==> config.mk <==
export PLATFORM = sky130hd
export DESIGN_NAME = lprm_front
export DESIGN_NICKNAME = d
export VERILOG_FILES = /design/src/design/lprm_pkg.sv /design/src/design/lprm_front.sv
export SDC_FILE = /design/constraint.sdc
export NUM_CORES = 1
export LEC_CHECK = 0
export ABC_CLOCK_PERIOD_IN_PS = 4400
export BUFFER_PORTS_ARGS = -buffer_cell sky130_fd_sc_hd__buf_2
export CAP_MARGIN = 0
export CORE_MARGIN = 3
export CORE_UTILIZATION = 58
export CTS_BUF_LIST = sky130_fd_sc_hd__clkbuf_8
export DETAILED_ROUTE_END_ITERATION = 8
export PLACE_DENSITY = 0.84
export SLEW_MARGIN = 20
export SYNTH_ARGS = -nofsm -noshare
export SYNTH_HDL_FRONTEND = slang
export SYNTH_SLANG_ARGS = --single-unit
==> constraint.sdc <==
create_clock -name clk -period 4.4 [get_ports clk]
set_input_delay 0.88 -clock clk [delete_from_list [all_inputs] [get_ports clk]]
set_output_delay 0.88 -clock clk [all_outputs]
set_load 0.05 [all_outputs]
==> src/design/lprm_pkg.sv <==
// Shared types and constants for the longest-prefix route matcher.
`timescale 1ns / 1ps
`default_nettype none

package lprm_pkg;

    localparam int DEF_NUM_ROUTES = 16;
    localparam int DEF_PREFIX_MAX = 32;

    localparam int FUNC_W   = 2;
    localparam int RIDX_W   = 4;
    localparam int CPOS_W   = 5;
    localparam int CHAR_W   = 8;
    localparam int PLEN_W   = 5;
    localparam int PORT_W   = 16;
    localparam int CFG_W    = 5;
    localparam int STATUS_W = 2;

    // Wide enough for any index, length or count across the parameter range.
    localparam int WIDE_W = 7;

    localparam int QDEPTH = 2;
    localparam int QPTR_W = 1;
    localparam int QCNT_W = 2;

    localparam logic [CHAR_W-1:0] SLASH_CHAR = 8'h2F;

    localparam logic [FUNC_W-1:0] FUNC_PREFIX = 2'd0;
    localparam logic [FUNC_W-1:0] FUNC_ROUTE  = 2'd1;
    localparam logic [FUNC_W-1:0] FUNC_PATH   = 2'd2;

    typedef enum logic [1:0] {
        OP_PREFIX,
        OP_ROUTE,
        OP_PATH
    } op_t;

    typedef enum logic [STATUS_W-1:0] {
        STAT_MATCH     = 2'd0,
        STAT_NO_MATCH  = 2'd1,
        STAT_NO_SLASH  = 2'd2,
        STAT_NO_ROUTES = 2'd3
    } status_t;

    typedef enum logic [1:0] {
        ST_RUN,
        ST_WAIT,
        ST_SCAN,
        ST_RESULT
    } back_state_t;

    typedef struct packed {
        op_t                op;
        logic [RIDX_W-1:0]  ridx;
        logic [CPOS_W-1:0]  cpos;
        logic [CHAR_W-1:0]  chr;
        logic [PLEN_W-1:0]  plen;
        logic [PORT_W-1:0]  port;
        logic               last;
    } q_entry_t;

endpackage

`default_nettype wire

==> src/design/lprm_front.sv <==
// Front end: classifies input transactions and queues the in-range ones for the back end.
`timescale 1ns / 1ps
`default_nettype none

module lprm_front #(
    parameter int NUM_ROUTES = lprm_pkg::DEF_NUM_ROUTES,
    parameter int PREFIX_MAX = lprm_pkg::DEF_PREFIX_MAX
) (
    input  wire logic                        clk,
    input  wire logic                        rst_n,
    input  wire logic                        in_valid,
    output logic                             in_ready,
    input  wire logic [lprm_pkg::FUNC_W-1:0] func,
    input  wire logic [lprm_pkg::RIDX_W-1:0] route_index,
    input  wire logic [lprm_pkg::CPOS_W-1:0] char_pos,
    input  wire logic [lprm_pkg::CHAR_W-1:0] char_value,
    input  wire logic [lprm_pkg::PLEN_W-1:0] prefix_length,
    input  wire logic [lprm_pkg::PORT_W-1:0] port_value,
    input  wire logic                        last,
    output logic                             q_valid,
    output lprm_pkg::q_entry_t               q_data,
    input  wire logic                        q_pop
);
    import lprm_pkg::*;

    q_entry_t            entry_reg [QDEPTH];
    logic [QPTR_W-1:0]   wr_ptr_reg;
    logic [QPTR_W-1:0]   rd_ptr_reg;
    logic [QCNT_W-1:0]   count_reg;
    logic [QCNT_W-1:0]   count_next;
    logic                keep;
    logic                push;
    logic                ridx_ok;
    logic                cpos_ok;
    op_t                 op;
    q_entry_t            entry_in;

    assign ridx_ok = WIDE_W'(route_index) < WIDE_W'(NUM_ROUTES);
    assign cpos_ok = WIDE_W'(char_pos) < WIDE_W'(PREFIX_MAX);

    always_comb
    begin
        keep = 1'b0;
        op   = OP_PREFIX;
        unique case (func)
            FUNC_PREFIX:
            begin
                op   = OP_PREFIX;
                keep = ridx_ok && cpos_ok;
            end
            FUNC_ROUTE:
            begin
                op   = OP_ROUTE;
                keep = ridx_ok;
            end
            FUNC_PATH:
            begin
                op   = OP_PATH;
                keep = 1'b1;
            end
            default:
            begin
                op   = OP_PREFIX;
                keep = 1'b0;
            end
        endcase
    end

    always_comb
    begin
        entry_in.op   = op;
        entry_in.ridx = route_index;
        entry_in.cpos = char_pos;
        entry_in.chr  = char_value;
        entry_in.plen = prefix_length;
        entry_in.port = port_value;
        entry_in.last = last;
    end

    assign in_ready = count_reg != QCNT_W'(QDEPTH);
    assign push     = in_valid && in_ready && keep;
    assign q_valid  = count_reg != '0;
    assign q_data   = entry_reg[rd_ptr_reg];

    always_comb
    begin
        count_next = count_reg;
        if (push && !q_pop)
        begin
            count_next = count_reg + 1'b1;
        end
        else if (!push && q_pop)
        begin
            count_next = count_reg - 1'b1;
        end
    end

    always_ff @(posedge clk or negedge rst_n)
    begin
        if (!rst_n)
        begin
            wr_ptr_reg <= '0;
            rd_ptr_reg <= '0;
            count_reg  <= '0;
        end
        else
        begin
            count_reg <= count_next;
            if (push)
            begin
                wr_ptr_reg <= wr_ptr_reg + 1'b1;
            end
            if (q_pop)
            begin
                rd_ptr_reg <= rd_ptr_reg + 1'b1;
            end
        end
    end

    always_ff @(posedge clk)
    begin
        if (push)
        begin
            entry_reg[wr_ptr_reg] <= entry_in;
        end
    end

endmodule

`default_nettype wire

Word-level counts from Yosys, hierarchy flattened
Memory sizes are Yosys's and may differ from the RTL's.
Cells that the tools add are included.
{ "op_classes": {"add_sub_neg": 4, "n_reduce_logical": 10, "muxes": 6, "eq_ne": 3} }
{ "ops": {"columns": ["operator", "count"], "rows": [
  ["$logic_and 1x1->1", 4],
  ["$mux 2", 2],
  ["$pmux 2 s2", 1],
  ["$reduce_bool 2->1", 2],
  ["$mux 1", 3],
  ["$reduce_or 3->1", 1],
  ["$add 1x1->1 const B", 2],
  ["$add 2x1->2 const B", 1],
  ["$eq 2x1->1 const B", 1],
  ["$eq 2x2->1 const B", 1],
  ["$logic_not 1->1", 2],
  ["$logic_not 2->1", 1],
  ["$ne 2x2->1 const B", 1],
  ["$sub 2x1->2 const B", 1]
]} }
{ "word_totals": {"memories": 1, "out_inout_bits": 43, "ff_bits": 4, "inputBits": 45, "ramBits": 82} }
{ "mem_list": {"columns": ["memory", "words", "word_bits", "read_ports", "rd_ports_with_merged_regs", "wr", "line_no", "text"], "rows": [
  ["entry_reg", 2, 41, 1, 0, 1, "lprm_front.sv:26", "q_entry_t entry_reg [QDEPTH];"]
]} }

Longest topological paths before layout
{ "depth": {"word_depth": 8, "ltp_mapped": 7} }

Least setup slack after synthesis
No wires, ideal clock.
{ "synth_timing": {"kind": "input -> register", "from": "input port func[0] in the netlist's numbering", "to": "memory entry_reg[0][0] in the netlist's numbering, enable pin", "n_path_buf": 0, "required_time_ns": 3.960, "setup_slack_ns": 1.152, "path_stages": 3, "setup_time_ns": 0.440, "arrival_time_ns": 2.808, "path_cell_list": "nand2_1 -> nand3_2 -> nor2_1"} }
{ "synth_between": {"elab_chain_len": 6} }
{ "synth_rtl": {"columns": ["item", "line_no", "text"], "rows": [
  ["start: declaration", "lprm_front.sv:13", "input wire logic [lprm_pkg::FUNC_W-1:0] func,"],
  ["$eq 2x2->1 (tied with other cells)", "lprm_front.sv:45", "unique case (func)"],
  ["$reduce_or 3->1 (no source line) (*)", null, null],
  ["$mux 1 (*)", "lprm_front.sv:45", null],
  ["$logic_and 1x1->1 (*)", "lprm_front.sv:81", "assign push = in_valid && in_ready && keep;"],
  ["$mux 1 (*)", "lprm_front.sv:122", "if (push)"],
  ["$mux 1 (not written as such) (*)", "lprm_front.sv:124", "entry_reg[wr_ptr_reg] <= entry_in;"],
  ["end: declaration", "lprm_front.sv:26", null]
]} }
Every way passes the cells marked *; elsewhere a longest branch is shown, timed or not.

==> results list <==
- Run status: complete, no violations
* Post-synthesis sequential element count: between 80 and 90
- Synth cell types: 16
- Clock-pin slew was measured on the worst setup and hold paths at about 0.070 ns.
- Clock latency on the worst-skew pair, taken at its later pin, is about 0.34 ns.
- Count of final max-slew check failures: 0
- In the global route stage, overall resource usage came out at between 10% and 20%.
- Data required time of the worst path: ~3.5 ns
- Yosys printed 0 warnings.
- Across all hold checks on the routed design, the worst slack comes to 0.341 ns.
- Startpoint types: flip-flop
- Number of antenna repair diodes: 0
- Post-route ant nets: 0
* Worst Max-Slew Pin Slew: approximately 0.76 ns
- Largest fanout on the critical path: 25
- Setup TNS Final: 0 ns
* Final critical-path required period: just over 3 ns
- Sequential elements use about 76% of the synthesized area.
- Drt via density: approximately 5
- In this run, post-CTS repair resized a total of 0 instances.
- Buffers from clock root to sink, at most: 2
- During I/O placement, the number of pins put on the boundary was approximately 90.
* Number of buffers inserted to repair setup after CTS: 0
- Row cnt: 27
* Number of global-route vias before repair: about 1700
- At the end of routability-driven placement, the weighted congestion stood at roughly 0.67.
- For the worst flop-to-flop path, the logic depth is 4.
- TritonCTS clock tree: done
- After detailed routing, the average wire length per cell comes to roughly 16 um.
* Family with the most delay on the worst path: flip-flops
* Master cell of the clock root buffer: clkbuf_8
* Number of flip-flops under the largest register name: 82
- Max-cap violations in this run came to 0.
* Die footprint: 6780 um2
- Synthesized area: approximately 3400 um2
- Setup violations remaining at the end of the flow were counted as 0.
* Launch instance of the worst register-to-register path: count_reg[0]
* Capturing element type of the critical path: output pin
- In this run the static leakage power is roughly 1.7 nW.
- For flop-to-flop paths, the worst setup slack is around 2.5 ns.
- DRT iter0 DRCs: 103
* Count of filler cells inserted in the layout: ~360
* Horizontal die dimension: a little over 80 um
* Vertical die dimension: 82.3 um
* Average size of a mapped cell: ~23 um2
* Detailed-routing iteration count for the pre-antenna-repair pass: 4
- The number of nets in the synthesized netlist is between 150 and 200.
- VDD sags by at most about 0.42 mV.
- For this run, the number of standard cells in the final layout without fillers is between 300 and 400.
- In this run, placement finished with an instance count of 307.
- Counting the buffers created by CTS gives 9.
- Final hold viol count: 0
- The core region is 5570 um2.
* Initial core utilization: about 61%
- Summed over all layers, the global routing overflow is 0.
- Capturing point of the worst reg2reg path: entry_reg[0][13]
* Routed wire length: 5230 um
- Dividing total power by cell area gives a power density of slightly above 700 nW/um2.
- Number of port buffers: just under 90
- The worst setup path is of the reg2out kind.
* Number of buffers and inverters on the critical path: 2
- Area growth syn-to-layout: 20.5%
* Number of antenna violations at the first check in global routing: 0
- Clk_skew: just over 0.009 ns
- In this run the tightest slew margin relative to its limit is 49.1%.
- Delay of the slowest critical-path stage: around 0.87 ns
- Crit path cell chain: buf_4 -> mux2_4 -> buf_2
- Arrival time at the worst endpoint: 2.23 ns
- Overall via count from detail_route: around 1600
- Library cell contributing the largest single delay on the critical path: dfrtp_2
* Post-route clock period utilization: a little over two thirds
- Total clock sinks: 86
- Number of buffers inserted by hold repair at cts: 0
- H-tree depth: 3
- First-pass GRT wire length: between 7000 and 8000 um
- Maximum clock frequency: approximately 0.32 GHz
* Ratio of cells with drive above 1 in the final layout: 59.0%
- Net count, final: ~300
- Post-Syn Instances: 150
- Largest net degree at the start of global routing: 26
* Class of the worst hold path: in2async
- Post-route DRC: 0
- Setup repair after global routing left no endpoint under its margin.
- DP Wirelength: ~3700 um
Yosys cell counts:
cell type,instances,share of area [%]
buf_12,4,2.4
mux2_2,2,0.67
nand2_1,1,0.11
nand2b_1,1,0.19
mux2_4,39,17
or2_2,1,0.19
nand3_2,1,0.30
nor2_1,3,0.33
xor2_1,3,0.78
buf_6,1,0.33
dfrtp_1,4,3.0
xnor2_1,2,0.52
ha_1,1,0.37
inv_1,3,0.33
nor2b_1,2,0.37
edfxtp_1,82,73
metrics by stage:
stage | power [mW] | utilization, % | cell area, um2 | worst slack [ns]
after global routing | 3.08 | 73.1 | 4070 | 1.18
after detailed placement | 2.50 | 69.8 | 3890 | 1.65
after CTS | 2.98 | 73.1 | 4070 | 1.27
after global placement | 2.45 | 68.8 | 3840 | 1.66
final | 2.95 | 73.1 | 4070 | 1.29
after floorplan | 2.31 | - | 3380 | 1.15
cells in the final DEF (no fill, tap or decap), types with 2 or more instances in the layout:
cell | synthesis | routed
buf_2 | 0 | 87
edfxtp_1 | 82 | 82
mux2_4 | 39 | 39
clkbuf_8 | 0 | 12
inv_1 | 3 | 6
xor2_1 | 3 | 3
dfrtp_1 | 4 | 3
nor2b_1 | 2 | 2
nor2_4 | 0 | 2
mux2_2 | 2 | 2
xnor2_1 | 2 | 2
buf_16 | 0 | 2
worst max-delay path by stage:
| stage | start | endpoint | slack (ns) | depth (start not counted) |
|---|---|---|---|---|
| 6_report | rd_ptr_reg | q_data[14] | 1.29 | 3 |
| 3_3_place_gp | rd_ptr_reg | q_data[37] | 1.66 | 3 |
| 2_1_floorplan | func[0] | entry_reg[0][0] | 1.15 | 3 |
| 4_1_cts | rd_ptr_reg | q_data[14] | 1.27 | 3 |
| 5_1_grt | rd_ptr_reg | q_data[14] | 1.18 | 3 |
| 3_5_place_dp | rd_ptr_reg | q_data[14] | 1.65 | 3 |
logic make-up after synthesis:
group	Yosys count	share of synthesized area, %
xor+xnor	5	1.30
mux	41	18.0
buf+inv	8	3.04
fa+ha+maj	1	0.370
simple gates	9	1.48
flops	86	75.8
metal layers:
layer	track usage, %	share of wire, %	routed length [um]
met4	6.64	1.2	64
met2	27.9	52	2740
met1	19.1	39	2060
met3	5.86	6.8	357
met5	0	0	0
power by group:
group / internal [mW] / total, mW / switching [mW] / leakage (nW)
clock network: 0.244 / 0.485 / 0.241 / 0.104
registers: 1.07 / 1.18 / 0.108 / 0.802
logic: 0.443 / 1.28 / 0.842 / 0.765
layout make-up:
cell class,instances,area [um2],area share (%)
Sequential cell,86,2560,62.9
Multi-Input combinational cell,56,729,17.9
Timing Repair Buffer,90,498,12.2
Clock buffer,12,165,4.06
Tap cell,72,90.1,2.21
Clock inverter,4,15.0,0.369
Inverter,3,11.3,0.276
Power figures use the tool's default switching activity.
